<file path="config.mk">
export PLATFORM = sky130hd
export DESIGN_NAME = accel_stillness_detector_flat
export DESIGN_NICKNAME = d
export VERILOG_FILES = /design/src/rtl/asd_pkg.sv /design/src/rtl/asd_if.sv /design/src/rtl/asd_queue.sv /design/src/rtl/asd_front.sv /design/src/rtl/asd_back.sv /design/src/rtl/accel_stillness_detector.sv /design/src/flat_wrapper.sv
export SDC_FILE = /design/constraint.sdc
export NUM_CORES = 1
export LEC_CHECK = 0
export BUFFER_PORTS_ARGS = -buffer_cell sky130_fd_sc_hd__buf_2
export CORE_MARGIN = 10
export CORE_UTILIZATION = 40
export CTS_CLUSTER_SIZE = 16
export DETAILED_ROUTE_END_ITERATION = 10
export PLACE_DENSITY = 0.59
export SYNTH_ARGS = -nofsm -noshare
export SYNTH_HDL_FRONTEND = slang
export SYNTH_HIERARCHICAL = 1
export SYNTH_SLANG_ARGS = --single-unit
</file>
<file path="constraint.sdc">
create_clock -name clk -period 9.1 [get_ports clk]
set_input_delay 0.455 -clock clk [delete_from_list [all_inputs] [get_ports clk]]
set_output_delay 0.455 -clock clk [all_outputs]
set_load 0.05 [all_outputs]
</file>
<file path="src/rtl/asd_pkg.sv">
// accel stillness detector: shared widths, sample and flag types, back-end states
// and the pair activity function
// no dependencies
package asd_pkg;

    localparam int AXIS_W    = 16;
    localparam int SAMPLE_W  = 3 * AXIS_W;
    localparam int COUNT_W   = 10;
    localparam int SUM_W     = 21;
    localparam int PAIR_W    = AXIS_W + 2;
    localparam int THRESH_W  = 21;

    localparam logic [SUM_W-1:0]    SUM_MAX      = {SUM_W{1'b1}};
    localparam logic [THRESH_W-1:0] THRESH_RESET = THRESH_W'(1000);

    typedef struct packed {
        logic signed [AXIS_W-1:0] z;
        logic signed [AXIS_W-1:0] y;
        logic signed [AXIS_W-1:0] x;
    } sample_t;

    // per-item decisions taken by the front end
    typedef struct packed {
        logic checked;  // odd count, sum is formed
        logic warm;     // count above three windows
        logic wrap;     // count returns to zero after this item
    } cmd_flags_t;

    localparam int FLAGS_W = $bits(cmd_flags_t);

    typedef enum logic [1:0] {
        BK_IDLE,
        BK_READ,
        BK_ACC,
        BK_DONE
    } back_state_t;

    function automatic logic [AXIS_W:0] axis_absdiff(logic signed [AXIS_W-1:0] a,
                                                     logic signed [AXIS_W-1:0] b);
        logic signed [AXIS_W:0] d;
        d = {a[AXIS_W-1], a} - {b[AXIS_W-1], b};
        return d[AXIS_W] ? (AXIS_W+1)'(-d) : (AXIS_W+1)'(d);
    endfunction

    function automatic logic [PAIR_W-1:0] pair_activity(sample_t a, sample_t b);
        logic [PAIR_W-1:0] s;
        s = PAIR_W'(axis_absdiff(a.x, b.x))
          + PAIR_W'(axis_absdiff(a.y, b.y))
          + PAIR_W'(axis_absdiff(a.z, b.z));
        return s;
    endfunction

endpackage

</file>
<file path="src/rtl/asd_if.sv">
// accel stillness detector: handshake channels for samples, results and the
// threshold write port
// depends on asd_pkg
interface asd_sample_if;
    logic                               valid;
    logic                               ready;
    logic signed [asd_pkg::AXIS_W-1:0]  accel_x;
    logic signed [asd_pkg::AXIS_W-1:0]  accel_y;
    logic signed [asd_pkg::AXIS_W-1:0]  accel_z;

    modport source (output valid, output accel_x, output accel_y, output accel_z,
                    input ready);
    modport sink   (input valid, input accel_x, input accel_y, input accel_z,
                    output ready);
endinterface

interface asd_result_if;
    logic                          valid;
    logic                          ready;
    logic                          stable;
    logic                          checked;
    logic [asd_pkg::SUM_W-1:0]     activity_sum;

    modport source (output valid, output stable, output checked, output activity_sum,
                    input ready);
    modport sink   (input valid, input stable, input checked, input activity_sum,
                    output ready);
endinterface

interface asd_cfg_if;
    logic                          valid;
    logic                          ready;
    logic [asd_pkg::THRESH_W-1:0]  stillness_threshold;

    modport source (output valid, output stillness_threshold, input ready);
    modport sink   (input valid, input stillness_threshold, output ready);
endinterface

</file>
<file path="src/rtl/asd_queue.sv">
// accel stillness detector: two-entry command queue between front and back end
// no package dependencies
module asd_queue #(
    parameter int DW = 8
) (
    input  logic          clk,
    input  logic          rst_n,
    input  logic          push,
    input  logic [DW-1:0] push_data,
    output logic          full,
    input  logic          pop,
    output logic          not_empty,
    output logic [DW-1:0] head
);

    logic [DW-1:0] entry_reg [2];
    logic          wr_ptr_reg, wr_ptr_next;
    logic          rd_ptr_reg, rd_ptr_next;
    logic [1:0]    fill_reg, fill_next;

    assign full      = (fill_reg == 2'd2);
    assign not_empty = (fill_reg != 2'd0);
    assign head      = entry_reg[rd_ptr_reg];

    always_comb
    begin
        wr_ptr_next = push ? ~wr_ptr_reg : wr_ptr_reg;
        rd_ptr_next = pop  ? ~rd_ptr_reg : rd_ptr_reg;
        fill_next   = fill_reg + 2'(push) - 2'(pop);
    end

    always_ff @(posedge clk or negedge rst_n)
    begin
        if (!rst_n)
        begin
            wr_ptr_reg <= 1'b0;
            rd_ptr_reg <= 1'b0;
            fill_reg   <= 2'd0;
        end
        else
        begin
            wr_ptr_reg <= wr_ptr_next;
            rd_ptr_reg <= rd_ptr_next;
            fill_reg   <= fill_next;
        end
    end

    always_ff @(posedge clk)
    begin
        if (push)
        begin
            entry_reg[wr_ptr_reg] <= push_data;
        end
    end

endmodule

</file>
<file path="src/rtl/asd_front.sv">
// accel stillness detector: front end, takes samples, keeps the count and slot
// and classifies each item; depends on asd_pkg and asd_if
module asd_front #(
    parameter int WINDOW     = 16,
    parameter int COUNT_WRAP = 1000,
    parameter int AW         = 4
) (
    input  logic               clk,
    input  logic               rst_n,
    asd_sample_if.sink         samples,
    input  logic               queue_full,
    output logic               push,
    output asd_pkg::sample_t   push_sample,
    output logic [AW-1:0]      push_slot,
    output asd_pkg::cmd_flags_t push_flags
);

    logic [asd_pkg::COUNT_W-1:0] count_reg, count_next;
    logic [AW-1:0]               slot_reg, slot_next;
    logic                        wrap;

    assign samples.ready = ~queue_full;
    assign push          = samples.valid & ~queue_full;

    assign push_sample.x = samples.accel_x;
    assign push_sample.y = samples.accel_y;
    assign push_sample.z = samples.accel_z;
    assign push_slot     = slot_reg;

    assign wrap               = (count_reg == asd_pkg::COUNT_W'(COUNT_WRAP - 1));
    assign push_flags.checked = count_reg[0];
    assign push_flags.warm    = (count_reg > asd_pkg::COUNT_W'(3 * WINDOW));
    assign push_flags.wrap    = wrap;

    always_comb
    begin
        count_next = count_reg;
        slot_next  = slot_reg;
        if (push)
        begin
            if (wrap)
            begin
                count_next = '0;
                slot_next  = '0;
            end
            else
            begin
                count_next = count_reg + 1'b1;
                slot_next  = (slot_reg == AW'(WINDOW - 1)) ? '0 : slot_reg + 1'b1;
            end
        end
    end

    always_ff @(posedge clk or negedge rst_n)
    begin
        if (!rst_n)
        begin
            count_reg <= '0;
            slot_reg  <= '0;
        end
        else
        begin
            count_reg <= count_next;
            slot_reg  <= slot_next;
        end
    end

endmodule

</file>
<file path="src/rtl/asd_back.sv">
// accel stillness detector: back end, sample ring memory, pairwise activity sum
// with a read state and an accumulate state per pair, threshold register and result register
// depends on asd_pkg and asd_if
module asd_back #(
    parameter int WINDOW = 16,
    parameter int AW     = 4
) (
    input  logic                clk,
    input  logic                rst_n,
    input  logic                cmd_valid,
    input  asd_pkg::sample_t    cmd_sample,
    input  logic [AW-1:0]       cmd_slot,
    input  asd_pkg::cmd_flags_t cmd_flags,
    output logic                cmd_pop,
    asd_cfg_if.sink             cfg,
    asd_result_if.source        results
);

    localparam int NPAIRS = WINDOW / 2;
    localparam int PW     = (NPAIRS > 1) ? $clog2(NPAIRS) : 1;

    // ring storage, reads registered
    asd_pkg::sample_t ring_mem [WINDOW];
    asd_pkg::sample_t rd_a_reg, rd_b_reg;
    logic             rd_a_ok_reg, rd_b_ok_reg;

    logic [WINDOW-1:0]           slot_valid_reg, slot_valid_next;
    asd_pkg::back_state_t        state_reg, state_next;
    logic [PW-1:0]               pair_reg, pair_next;
    logic [asd_pkg::SUM_W-1:0]   acc_reg, acc_next;
    asd_pkg::cmd_flags_t         flags_reg, flags_next;
    logic [asd_pkg::THRESH_W-1:0] thresh_reg;

    logic                        out_valid_reg, out_valid_next;
    logic                        out_stable_reg, out_stable_next;
    logic                        out_checked_reg, out_checked_next;
    logic [asd_pkg::SUM_W-1:0]   out_sum_reg, out_sum_next;

    logic                        mem_we;
    logic [AW-1:0]               rd_addr_a, rd_addr_b;
    asd_pkg::sample_t            op_a, op_b;
    logic [asd_pkg::SUM_W:0]     acc_wide;

    assign cfg.ready            = 1'b1;
    assign results.valid        = out_valid_reg;
    assign results.stable       = out_stable_reg;
    assign results.checked      = out_checked_reg;
    assign results.activity_sum = out_sum_reg;

    assign rd_addr_a = AW'({pair_reg, 1'b0});
    assign rd_addr_b = AW'({pair_reg, 1'b1});
    assign op_a      = rd_a_ok_reg ? rd_a_reg : '0;
    assign op_b      = rd_b_ok_reg ? rd_b_reg : '0;
    assign acc_wide  = {1'b0, acc_reg}
                     + (asd_pkg::SUM_W + 1)'(asd_pkg::pair_activity(op_a, op_b));

    always_comb
    begin
        state_next       = state_reg;
        pair_next        = pair_reg;
        acc_next         = acc_reg;
        flags_next       = flags_reg;
        slot_valid_next  = slot_valid_reg;
        out_valid_next   = out_valid_reg & ~results.ready;
        out_stable_next  = out_stable_reg;
        out_checked_next = out_checked_reg;
        out_sum_next     = out_sum_reg;
        cmd_pop          = 1'b0;
        mem_we           = 1'b0;

        unique case (state_reg)
            asd_pkg::BK_IDLE:
            begin
                if (cmd_valid)
                begin
                    cmd_pop                   = 1'b1;
                    mem_we                    = 1'b1;
                    slot_valid_next[cmd_slot] = 1'b1;
                    flags_next                = cmd_flags;
                    pair_next                 = '0;
                    acc_next                  = '0;
                    state_next = cmd_flags.checked ? asd_pkg::BK_READ : asd_pkg::BK_DONE;
                end
            end
            asd_pkg::BK_READ:
            begin
                state_next = asd_pkg::BK_ACC;
            end
            asd_pkg::BK_ACC:
            begin
                // saturating accumulate
                acc_next = acc_wide[asd_pkg::SUM_W] ? asd_pkg::SUM_MAX
                                                    : acc_wide[asd_pkg::SUM_W-1:0];
                if (pair_reg == PW'(NPAIRS - 1))
                begin
                    state_next = asd_pkg::BK_DONE;
                end
                else
                begin
                    pair_next  = pair_reg + 1'b1;
                    state_next = asd_pkg::BK_READ;
                end
            end
            asd_pkg::BK_DONE:
            begin
                if (!out_valid_reg || results.ready)
                begin
                    out_valid_next   = 1'b1;
                    out_checked_next = flags_reg.checked;
                    out_sum_next     = acc_reg;
                    out_stable_next  = flags_reg.checked & flags_reg.warm
                                     & (asd_pkg::THRESH_W'(acc_reg) < thresh_reg);
                    if (flags_reg.wrap)
                    begin
                        slot_valid_next = '0;
                    end
                    state_next = asd_pkg::BK_IDLE;
                end
            end
            default:
            begin
                state_next = asd_pkg::BK_IDLE;
            end
        endcase
    end

    always_ff @(posedge clk or negedge rst_n)
    begin
        if (!rst_n)
        begin
            state_reg      <= asd_pkg::BK_IDLE;
            slot_valid_reg <= '0;
            out_valid_reg  <= 1'b0;
            thresh_reg     <= asd_pkg::THRESH_RESET;
        end
        else
        begin
            state_reg      <= state_next;
            slot_valid_reg <= slot_valid_next;
            out_valid_reg  <= out_valid_next;
            if (cfg.valid)
            begin
                thresh_reg <= cfg.stillness_threshold;
            end
        end
    end

    always_ff @(posedge clk)
    begin
        pair_reg        <= pair_next;
        acc_reg         <= acc_next;
        flags_reg       <= flags_next;
        out_stable_reg  <= out_stable_next;
        out_checked_reg <= out_checked_next;
        out_sum_reg     <= out_sum_next;
        rd_a_ok_reg     <= slot_valid_reg[rd_addr_a];
        rd_b_ok_reg     <= slot_valid_reg[rd_addr_b];
    end

    always_ff @(posedge clk)
    begin
        if (mem_we)
        begin
            ring_mem[cmd_slot] <= cmd_sample;
        end
        rd_a_reg <= ring_mem[rd_addr_a];
        rd_b_reg <= ring_mem[rd_addr_b];
    end

endmodule

</file>
<file path="src/rtl/accel_stillness_detector.sv">
// accel stillness detector top level: front end, command queue and back end
// depends on asd_pkg, asd_if, asd_queue, asd_front and asd_back
//
// one signed 3-axis sample per transfer on samples, one result per sample on
// results. each sample lands in a ring of WINDOW slots at count mod WINDOW;
// after an odd-numbered sample the block sums the absolute per-axis
// differences of slot pairs (0,1), (2,3) and so on, saturating at 21 bits,
// and flags stable once the count is above three windows and the sum is
// below stillness_threshold (reset value 1000, written over cfg by the user
// only while idle; the block does not enforce this). the count returns to
// zero at COUNT_WRAP and the ring then reads as zeros again. in the back end
// an odd-count sample costs one registered ring read and one accumulate per
// slot pair; an even-count sample goes straight to the result stage. the
// front end keeps taking samples into a two-deep queue while the back end
// sums, and the result register lets the next sum run while a result waits
// for its transfer. ring slots never written since reset or the last wrap
// read as zero through per-slot valid flags, so no clearing pass is needed
module accel_stillness_detector #(
    parameter int WINDOW     = 16,
    parameter int COUNT_WRAP = 1000
) (
    input  logic          clk,
    input  logic          rst_n,
    asd_sample_if.sink    samples,
    asd_result_if.source  results,
    asd_cfg_if.sink       cfg
);

    localparam int AW    = $clog2(WINDOW);
    localparam int CMD_W = asd_pkg::SAMPLE_W + AW + asd_pkg::FLAGS_W;

    // front to queue
    logic                 push;
    asd_pkg::sample_t     push_sample;
    logic [AW-1:0]        push_slot;
    asd_pkg::cmd_flags_t  push_flags;
    logic                 queue_full;

    // queue to back
    logic                 queue_not_empty;
    logic                 queue_pop;
    logic [CMD_W-1:0]     queue_head;
    asd_pkg::sample_t     head_sample;
    logic [AW-1:0]        head_slot;
    asd_pkg::cmd_flags_t  head_flags;

    asd_front #(
        .WINDOW     (WINDOW),
        .COUNT_WRAP (COUNT_WRAP),
        .AW         (AW)
    ) u_front (
        .clk         (clk),
        .rst_n       (rst_n),
        .samples     (samples),
        .queue_full  (queue_full),
        .push        (push),
        .push_sample (push_sample),
        .push_slot   (push_slot),
        .push_flags  (push_flags)
    );

    // command word: sample, ring slot, decisions
    asd_queue #(
        .DW (CMD_W)
    ) u_queue (
        .clk       (clk),
        .rst_n     (rst_n),
        .push      (push),
        .push_data ({push_sample, push_slot, push_flags}),
        .full      (queue_full),
        .pop       (queue_pop),
        .not_empty (queue_not_empty),
        .head      (queue_head)
    );

    assign head_sample = asd_pkg::sample_t'(queue_head[CMD_W-1 -: asd_pkg::SAMPLE_W]);
    assign head_slot   = queue_head[asd_pkg::FLAGS_W +: AW];
    assign head_flags  = asd_pkg::cmd_flags_t'(queue_head[asd_pkg::FLAGS_W-1:0]);

    asd_back #(
        .WINDOW (WINDOW),
        .AW     (AW)
    ) u_back (
        .clk        (clk),
        .rst_n      (rst_n),
        .cmd_valid  (queue_not_empty),
        .cmd_sample (head_sample),
        .cmd_slot   (head_slot),
        .cmd_flags  (head_flags),
        .cmd_pop    (queue_pop),
        .cfg        (cfg),
        .results    (results)
    );

endmodule

</file>
<file path="src/flat_wrapper.sv">
// flat-port wrapper written by rule: the top's interface ports become plain ports
module accel_stillness_detector_flat 
#(
    parameter int WINDOW     = 16,
    parameter int COUNT_WRAP = 1000
)
  (clk, rst_n, samples_valid, samples_accel_x, samples_accel_y, samples_accel_z, samples_ready, results_valid, results_stable, results_checked, results_activity_sum, results_ready, cfg_valid, cfg_stillness_threshold, cfg_ready);
  asd_sample_if samples_i ();
  asd_result_if results_i ();
  asd_cfg_if cfg_i ();
  input  logic clk;
  input  logic rst_n;
  input wire logic [$bits(samples_i.valid)-1:0] samples_valid;
  input wire logic [$bits(samples_i.accel_x)-1:0] samples_accel_x;
  input wire logic [$bits(samples_i.accel_y)-1:0] samples_accel_y;
  input wire logic [$bits(samples_i.accel_z)-1:0] samples_accel_z;
  output wire logic [$bits(samples_i.ready)-1:0] samples_ready;
  output wire logic [$bits(results_i.valid)-1:0] results_valid;
  output wire logic [$bits(results_i.stable)-1:0] results_stable;
  output wire logic [$bits(results_i.checked)-1:0] results_checked;
  output wire logic [$bits(results_i.activity_sum)-1:0] results_activity_sum;
  input wire logic [$bits(results_i.ready)-1:0] results_ready;
  input wire logic [$bits(cfg_i.valid)-1:0] cfg_valid;
  input wire logic [$bits(cfg_i.stillness_threshold)-1:0] cfg_stillness_threshold;
  output wire logic [$bits(cfg_i.ready)-1:0] cfg_ready;
  assign samples_i.valid = samples_valid;
  assign samples_i.accel_x = samples_accel_x;
  assign samples_i.accel_y = samples_accel_y;
  assign samples_i.accel_z = samples_accel_z;
  assign samples_ready = samples_i.ready;
  assign results_valid = results_i.valid;
  assign results_stable = results_i.stable;
  assign results_checked = results_i.checked;
  assign results_activity_sum = results_i.activity_sum;
  assign results_i.ready = results_ready;
  assign cfg_i.valid = cfg_valid;
  assign cfg_i.stillness_threshold = cfg_stillness_threshold;
  assign cfg_ready = cfg_i.ready;
  accel_stillness_detector #(.WINDOW(WINDOW), .COUNT_WRAP(COUNT_WRAP)) u_core (.clk(clk), .rst_n(rst_n), .samples(samples_i), .results(results_i), .cfg(cfg_i));
endmodule
</file>
==> impl_metrics.csv, run 1 <==
group,metric,value,unit
clocking,numClockSinks,1084,
finish,diodes,0,
clocking,htreeDepth,3,
route,vias,23500,
sta,relSlewSlack,20.3,%
route,first_pass_iters,7,
placement,place_congestion,0.860,
floorplan,coreArea,114000,um2
yosys,synth_top_area_share,60.8,%
yosys,yosys-top-cells-area,"edfxtp_1, mux4_2, dfxtp_1, ha_1, mux2_2",
yosys,postSynthCellCount,2671,
yosys,yosysWarnings,6,
grt,antenna_found_initial,1,
setup_path,path_buf_inv,3,
sta,finalCritPeriodShare,87.7,%
sta,worst_clock_skew,0.0206,ns
route,routedWlPerCell,22.7,um
floorplan,io_pins,100,
finish,final_nets,3051,
setup_path,cp_common_cell,"a21oi_1",
yosys,synth_edf_count,928,
setup_path,crit_type,"flip-flop to flip-flop",
floorplan,die_y,358,um
grt,grt_max_degree,141,
yosys,synth.avg_cell_area,17.2,um2
sta,setup_viol,0,
sta,fmax,125,MHz
finish,area_growth,14.3,%
grt,grt_pass1_vias,24800,
finish,largest_reg_flops,768,
placement,portBuffers,98,
clocking,clkLatencyLatePin,0.69,ns
floorplan,start_util,40.2,%
sta,drv_slew,0,
sta,rsz0062_at_grt,"no",
floorplan,die-area,128000,um2
placement,dp_hpwl,58.5,mm
setup_path,cp.required,9.49,ns
clocking,cts_buffer_depth,3,
yosys,syn_area,45800,um2
yosys,yosysUniqueCellTypes,83,
flow_run,maxCapViolations,0,
clocking,cts_root_buffer,"clkbuf_16",
setup_path,arrival,8.38,ns
clocking,path_clk_slew,0.06,ns
grt,overflow,0,
route,antenna_left,0,
setup_path,startpoint_type,"flip-flop",
min_path,hold_path_class,"input port to flip-flop",
sta,finalHoldViolCount,0,
sta,finalCriticalPeriod,7.98,ns
finish,layout_commonest_cell,"edfxtp_1",
route,drt_iter0_drc,1719,
route,drcViolationCount,0,
finish,layout_common_cells,"edfxtp_1, mux4_2, nand2_1",
grt,grt_pass1_wl,155,mm
clocking,tritoncts,"yes",
setup_path,cp_max_fo,21,
setup_path,crit_family,"compound AO/OA/AOI/OAI gates",
yosys,synth_nets,2880,
yosys,seq_area_frac_synth,68.3,%
setup_path,end_kind,"flip-flop",
yosys,synth_top_area_cell,"edfxtp_1",
floorplan,die_w,358,um
yosys,ys.flop_type,"edfxtp_1",
sta,setup_tns,0,ns
clocking,cts_resized,0,
yosys,ys_seq_elements,1084,
setup_path,timing.critical_path.slowest_cell_delay,0.61,ns
route,via_per_inst,5.27,
setup_path,critPathSlowestCell,"dfxtp_2",
finish,fill_cells,9746,
route,routed_wl,101,mm
finish,layout-drive-gt1-share,24.5,%
sta,worst_slew_pin_slew,1.19,ns
floorplan,num_rows,124,
grt,grt_usage,15.8,%
yosys,synthArstFlopShare,5.35,%
clocking,numCtsBuffers,112,
status,status,"complete, no violations",
-- synthesized netlist by cell type (all sizes together), types with 5 or more instances --
cell and count:
mux2i 6, o21a 11, xor2 41, clkbuf 67, nor4 7, o21bai 12, ha 113, and2 56
buf 78, mux4 196, nor3 31, inv 90, a211oi 9, a21oi 103, fa 22, edfxtp 928
nand3 28, a211o 5, or2 8, nand2 125, a21o 27, dfstp 6, mux2 156, and3 7
dfxtp 98, dfrtp 52, o211ai 5, nor3b 5, nor2 104, nand2b 23, or3 11, xnor2 76
a31oi 19, nor2b 19, a31o 6, nand4 8, o21ai 58, o31ai 7
-- metrics by stage --
step / setup slack [ns] / std cells / instance area, um2 / hold slack (ns) / util, %
after floorplan: 1.95 / 2671 / 45800 / 0.159 / -
after global placement: 1.27 / 4170 / 47800 / 0.448 / 41.9
after detailed placement: 1.18 / 4170 / 47800 / 0.449 / 41.9
after CTS: 1.13 / 4452 / 52400 / 0.145 / 45.9
after global routing: 0.459 / 4452 / 52400 / 0.179 / 45.9
final: 1.12 / 4452 / 52400 / 0.156 / 45.9
-- final cells by class --
type,instances,area (um2),share of cell area [%]
clock buffers,149,3130,5.97
clock inverters,63,707,1.35
inverters,91,342,0.652
multi-input cells,1351,13500,25.8
flip-flops and latches,1084,31300,59.8
well taps,1512,1890,3.61
repair buffers,202,1480,2.83
-- repair_timing --
item	4_1_cts	5_1_grt
hold buffers	70	0
endpoints found under the hold margin	169	0
buffers inserted	0	0
-- layer usage --
layer | global-route usage (%) | part of all wire, % | vias to the layer above
li1 | - | - | 10600
met1 | 21.5 | 45 | 12200
met2 | 26.4 | 49 | 538
met3 | 2.25 | 4.5 | 134
met4 | 4.17 | 2.1 | 0
met5 | 0 | 0 | -
-- worst reg2reg max path, delay by kind of cell (launching register included) --
family	cells	cell delay, ns
buffers and inverters	3	0.40
and+or+nand+nor	9	1.29
DFF	1	0.61
xor gates and xnor gates	2	0.31
AOI/OAI and AO/OA	16	3.51
adders and majority gates	5	1.61
-- logic make-up after synthesis --
family	Yosys count	share of synthesized area, %
mux	358	13.9
flops	1084	68.3
fa+ha+maj	135	4.05
xor+xnor	118	2.29
other cells	1	0.00819
buf+inv	236	2.47
compound gates	296	4.15
simple gates	443	4.81
-- worst paths after layout --
| path | start | end | slack [ns] | depth (start not counted) |
|---|---|---|---|---|
| max | u_core/u_back/rd_b_ok_reg | u_core/u_back/acc_reg[18] | 1.12 | 35 |
| min | results_ready | u_core/u_back/results.valid | 0.16 | 3 |
| max reg2reg | u_core/u_back/rd_b_ok_reg | u_core/u_back/acc_reg[18] | 1.12 | 35 |
| min reg2reg | u_core/u_back/flags_reg[2] | u_core/u_back/results.checked | 0.46 | 0 |
| max in group asynchronous | rst_n | u_core/u_queue/rd_ptr_reg | 8.04 | 3 |
| min in group asynchronous | rst_n | u_core/u_front/count_reg[4] | 0.47 | 3 |
Power of run 1 is not shown: default switching activity piles up to over one toggle a cycle in this logic, so the estimate is an artifact.
==> run 2: changes to the inputs <==
--- a/config.mk
+++ b/config.mk
@@ -5,6 +5,7 @@
 export SDC_FILE = /design/constraint.sdc
 export NUM_CORES = 1
 export LEC_CHECK = 0
+export ABC_AREA = 1
 export BUFFER_PORTS_ARGS = -buffer_cell sky130_fd_sc_hd__buf_2
 export CORE_MARGIN = 10
 export CORE_UTILIZATION = 40
==> run 2 against run 1 <==
- utilization decreased by 0.14 points
- synthesized cell count increased by 67%
- setup slack improved by 0.59 ns
- sequential share of layout area decreased by 2.1 points
- clock skew increased by 0.018 ns
- highest routed layer unchanged
- final cell count increased by 41%
- design area increased by 3.7%
- via count increased by 37%
==> impl_metrics.csv, run 2 <==
group,metric,value,unit
status,status,"complete, no violations",
route,drcViolationCount,0,
finish,fill_cells,11000,
sta,finalCriticalPeriod,7.39,ns
placement,portBuffers,98,
setup_path,timing.critical_path.slowest_cell_delay,1.03,ns
yosys,yosysWarnings,6,
route,antenna_left,0,
floorplan,die_y,366,um
finish,final_util,45.8,%
sta,setup_viol,0,
yosys,synth_top_area_cell,"edfxtp_1",
setup_path,end_kind,"flip-flop",
grt,grt_usage,17.6,%
yosys,postSynthCellCount,4470,
route,first_pass_iters,7,
setup_path,critPathSlowestCell,"dfxtp_2",
finish,final_nets,4803,
route,routedWlPerCell,19.3,um
sta,setup_tns,0,ns
grt,antenna_found_initial,1,
setup_path,arrival,7.86,ns
setup_path,cp_max_fo,48,
route,routed_wl,122,mm
finish,layout_common_cells,"edfxtp_1, nor2_1, nand2_1",
yosys,ys_seq_elements,1084,
finish,layout_commonest_cell,"edfxtp_1",
finish,area_growth,13.1,%
floorplan,io_pins,100,
route,drt_iter0_drc,2564,
grt,grt_pass1_wl,186,mm
clocking,cts_buffer_depth,3,
sta,relSlewSlack,17.8,%
clocking,clkLatencyLatePin,0.73,ns
floorplan,coreArea,119000,um2
yosys,yosys-top-cells-area,"edfxtp_1, nor2_1, o21ai_0, nand2_1, dfxtp_1",
sta,drv_slew,0,
clocking,path_clk_slew,0.06,ns
clocking,cts_setup_buffers,0,
finish,largest_reg_flops,768,
finish,multi_input_area,14100,um2
sta,finalCritPeriodShare,81.2,%
clocking,htreeDepth,3,
yosys,yosys-top-cells-count,"edfxtp_1, nor2_1, nand2_1",
yosys,seq_area_frac_synth,65.2,%
grt,grt_pass1_vias,30700,
finish,postLayoutCellArea,54300,um2
finish,layout-drive-gt1-share,9.32,%
clocking,tritoncts,"yes",
yosys,ys.flop_type,"edfxtp_1",
route,vias,32100,
sta,rsz0062_at_grt,"no",
min_path,hold_path_class,"input port to flip-flop",
yosys,yosysUniqueCellTypes,59,
clocking,numCtsBuffers,111,
setup_path,cp.required,9.57,ns
yosys,yosys.cell_count.top_type,"edfxtp_1",
setup_path,startpoint_type,"flip-flop",
floorplan,die_w,366,um
route,via_per_inst,5.10,
grt,overflow,0,
sta,fmax,135,MHz
finish,seq_area,31300,um2
yosys,synth.avg_cell_area,10.7,um2
placement,dp_hpwl,71.1,mm
clocking,cts_root_buffer,"clkbuf_16",
flow_run,maxCapViolations,0,
floorplan,start_util,40.5,%
floorplan,num_rows,126,
grt,grt_max_degree,211,
yosys,synth_top_area_share,58.1,%
yosys,synth_edf_count,928,
yosys,synth_nets,4679,
setup_path,cp_common_cell,"nand2_1",
placement,place_congestion,0.888,
placement,placed_area,50000,um2
sta,worst_clock_skew,0.0386,ns
setup_path,crit_type,"flip-flop to flip-flop",
yosys,synthArstFlopShare,5.35,%
sta,worst_slew_pin_slew,1.23,ns
yosys,syn_area,48000,um2
sta,finalHoldViolCount,0,
floorplan,die-area,134000,um2
clocking,numClockSinks,1084,
run 2: metal layers:
metal	vias to the layer above	global-route usage, %	routed length, um
met4	0	4.87	2540
met1	15500	24.1	54500
met3	153	2.13	5820
li1	15600	-	-
met5	-	0	0
met2	806	29.5	58700
run 2: cell type report:
class,count,share of cell area (%)
inverters,389,2.72
flip-flops and latches,1084,57.7
diodes,1,0.00461
clock inverters,55,0.802
repair buffers,248,3.40
multi-input cells,2760,26.0
well taps,1600,3.69
clock buffers,155,5.68
run 2: worst paths after layout:
path,slack [ns],depth (start not counted),startpoint,endpoint
max in group asynchronous,8.03,3,rst_n,u_core/u_queue/rd_ptr_reg
min in group asynchronous,0.44,3,rst_n,u_core/u_back/thresh_reg[14]
worst max register to register,1.71,36,u_core/u_back/rd_a_ok_reg,u_core/u_back/acc_reg[20]
worst max-delay path,1.71,36,u_core/u_back/rd_a_ok_reg,u_core/u_back/acc_reg[20]
worst min register to register,0.45,0,u_core/u_back/flags_reg[2],u_core/u_back/results.checked
worst min-delay path,0.16,4,samples_valid,u_core/u_front/count_reg[1]
run 2: timing repair:
| action | 4_1_cts | 5_1_grt |
|---|---|---|
| hold endpoints to repair | 170 | 0 |
| hold buffers | 71 | 0 |
| gates resized for setup | 0 | 0 |
run 2: worst max-delay path: cells and delay by family, from the launching register on:
kind / cells / cell delay [ns]
compound gates: 6 / 1.09
simple gates: 16 / 1.81
xor+xnor: 2 / 0.62
buf+inv: 7 / 0.82
fa+ha+maj: 5 / 1.73
flops: 1 / 1.03
run 2: kinds of logic after synthesis:
family                   count (synthesis)  synth area share (%)
AND/OR/NAND/NOR                       1694                  14.3
flip-flops                            1084                  65.2
AO/OA/AOI/OAI                          860                  9.76
buffers and inverters                  626                  5.56
adder cells (fa/ha/maj)                135                  3.87
XOR/XNOR                                70                  1.28
other                                    1               0.00782
run 2: through the flow:
| step | setup slack (ns) | std cells | hold slack, ns |
|---|---|---|---|
| after floorplan | 2.75 | 4470 | 0.159 |
| after global placement | 1.85 | 6010 | 0.443 |
| after detailed placement | 1.77 | 6010 | 0.436 |
| after CTS | 1.78 | 6291 | 0.113 |
| after global routing | 0.916 | 6291 | 0.149 |
| final | 1.71 | 6292 | 0.157 |
Power of run 2 is left out for the same reason.
==> run 3: changes to the inputs <==
--- a/config.mk
+++ b/config.mk
@@ -11,7 +11,7 @@
 export CORE_UTILIZATION = 40
 export CTS_CLUSTER_SIZE = 16
 export DETAILED_ROUTE_END_ITERATION = 10
-export PLACE_DENSITY = 0.59
+export PLACE_DENSITY = 0.61
 export SYNTH_ARGS = -nofsm -noshare
 export SYNTH_HDL_FRONTEND = slang
 export SYNTH_HIERARCHICAL = 1
==> constraint.sdc (replaced) <==
create_clock -name clk -period 6 [get_ports clk]
set_input_delay 0.3 -clock clk [delete_from_list [all_inputs] [get_ports clk]]
set_output_delay 0.3 -clock clk [all_outputs]
set_load 0.05 [all_outputs]
==> run 3 against run 2 <==
- worst hold slack lost 0.067 ns
- final cell count is 3.8% higher
- via count is 2.8% higher
- setup slack worse by 1.6 ns
- global-route usage down 0.31 points
- sequential share of layout area decreased by 3.4 points
- clock skew grew 0.00074 ns
- count of clock-buffer cells in the layout shrank 3
- design area grew 6.3%
- wire length about the same
==> impl_metrics.csv, run 3 (synthesis results as in run 2) <==
group,metric,value,unit
grt,overflow,0,
clocking,htreeDepth,3,
clocking,tritoncts,"yes",
setup_path,startpoint_type,"flip-flop",
sta,setup_viol,0,
placement,place_congestion,0.881,
finish,final_nets,5046,
route,routed_wl,122,mm
setup_path,end_kind,"flip-flop",
route,drcViolationCount,0,
grt,grt_pass1_wl,185,mm
sta,fmax,170,MHz
setup_path,timing.critical_path.slowest_cell_delay,0.49,ns
placement,portBuffers,98,
grt,antenna_found_initial,0,
setup_path,worst-r2r-cell-count,35,
finish,diodes,0,
sta,worst_slew_pin_slew,1.19,ns
setup_path,cp_max_fo,4,
clocking,numCtsBuffers,111,
setup_path,crit_type,"flip-flop to flip-flop",
sta,finalCriticalPeriod,5.89,ns
finish,layout_commonest_cell,"edfxtp_1",
setup_path,cp_common_cell,"nand2_2",
placement,dp_hpwl,72.7,mm
setup_path,r2r_slack,0.11,ns
status,status,"complete, no violations",
min_path,hold_path_class,"input port to flip-flop",
setup_path,arrival,6.34,ns
sta,finalHoldViolCount,0,
floorplan,die-area,134000,um2
sta,finalCritPeriodShare,98.1,%
route,routedWlPerCell,18.6,um
floorplan,start_util,40.5,%
sta,relSlewSlack,20.1,%
route,via_per_inst,5.05,
sta,whs,0.0904,ns
clocking,clkLatencyLatePin,0.72,ns
finish,fill_cells,10700,
setup_path,critPathSlowestCell,"fa_1",
clocking,path_clk_slew,0.06,ns
route,vias,33000,
flow_run,maxCapViolations,0,
min_path,min_from,"cfg_valid",
setup_path,r2r_start,"u_core/u_back/rd_a_ok_reg",
floorplan,die_w,366,um
floorplan,io_pins,100,
finish,largest_reg_flops,768,
clocking,cts_buffer_depth,3,
finish,area_growth,20.3,%
grt,grt_max_degree,141,
setup_path,timing.rr.end,"u_core/u_back/acc_reg[15]",
clocking,numClockSinks,1084,
route,first_pass_iters,5,
finish,layout-drive-gt1-share,18.6,%
grt,grt_usage,17.3,%
finish,fin_cells,6532,
route,antenna_left,0,
setup_path,crit_start,"u_core/u_back/rd_a_ok_reg",
sta,drv_slew,0,
floorplan,coreArea,119000,um2
finish,layout_common_cells,"edfxtp_1, nor2_1, nand2_1",
clocking,cts_root_buffer,"clkbuf_16",
placement,place_inst,6220,
grt,grt_pass1_vias,31700,
sta,rsz0062_at_grt,"yes",
sta,worst_clock_skew,0.0393,ns
setup_path,endpoint,"u_core/u_back/acc_reg[15]",
route,drt_iter0_drc,2571,
setup_path,cp.required,6.45,ns
floorplan,num_rows,126,
floorplan,die_y,366,um
==> run 3: cell count changes in the layout (fill, tap and decap cells not counted), moves of 18 or more <==
cell,before,now
nand2_1,641,589
ha_1,113,80
ha_4,0,27
a21oi_1,105,65
buf_4,75,297
nor2_1,804,780
nand2_2,17,61
inv_1,369,348
nand3_1,130,110
nand3_2,4,22
inv_2,16,34
a21oi_2,2,37
==> run 3: stage by stage <==
stage                     setup WS [ns]  instance area [um2]  setup TNS, ns  utilization (%)
after floorplan                  -0.351                48000         -67.18                -
after global placement           -0.343                51700          -6.77             43.6
after detailed placement         -0.412                51700          -7.93             43.6
after CTS                        0.0100                56200              0             47.4
after global routing             -0.176                57700          -2.60             48.7
final                             0.113                57700              0             48.7
==> run 3: how the worst min path moves through the flow <==
stage | end | cells after the start | slack, ns
after floorplan | u_core/u_back/results.valid | 0 | 0.004
after global placement | u_core/u_back/results.checked | 0 | 0.44
after detailed placement | u_core/u_back/results.checked | 0 | 0.45
after CTS | u_core/u_back/thresh_reg[9] | 3 | 0.04
after global routing | u_core/u_back/thresh_reg[8] | 3 | 0.14
final | u_core/u_back/thresh_reg[8] | 3 | 0.09
==> run 3: metal layers <==
metal  vias up  track usage (%)  share of wire, %
met2       836             29.0                48
met4         0             5.24               2.4
li1      16100                -                 -
met3       178             2.47               5.4
met1     15900             23.2                44
met5         -                0                 0
==> run 3: final cells by class <==
class                      instances  area, um2  share of cell area (%)
tap                             1600       2000                    3.47
sequential                      1084      31300                    54.3
clock buffer                     152       3070                    5.32
timing repair buffer             491       3820                    6.63
inverter                         389       1490                    2.58
clock inverter                    56        669                    1.16
multi-input combinational       2760      15300                    26.6
==> run 3: worst max-delay path, delay by kind of cell, from the launching register on <==
family / cells / cell delay, ns
fa+ha+maj: 5 / 1.62
simple gates: 13 / 1.35
compound gates: 6 / 0.97
buf+inv: 8 / 0.95
xor+xnor: 3 / 0.40
flops: 1 / 0.36
==> run 3: what timing repair did <==
action                     4_1_cts  5_1_grt
setup endpoints to repair       21       21
hold buffers                    72        0
buffers inserted                 2       31
cloned                           0        1
hold endpoints to repair       181        0
pin swaps                        3      109
resized for setup               18      282
Power of run 3 is left out for the same reason.
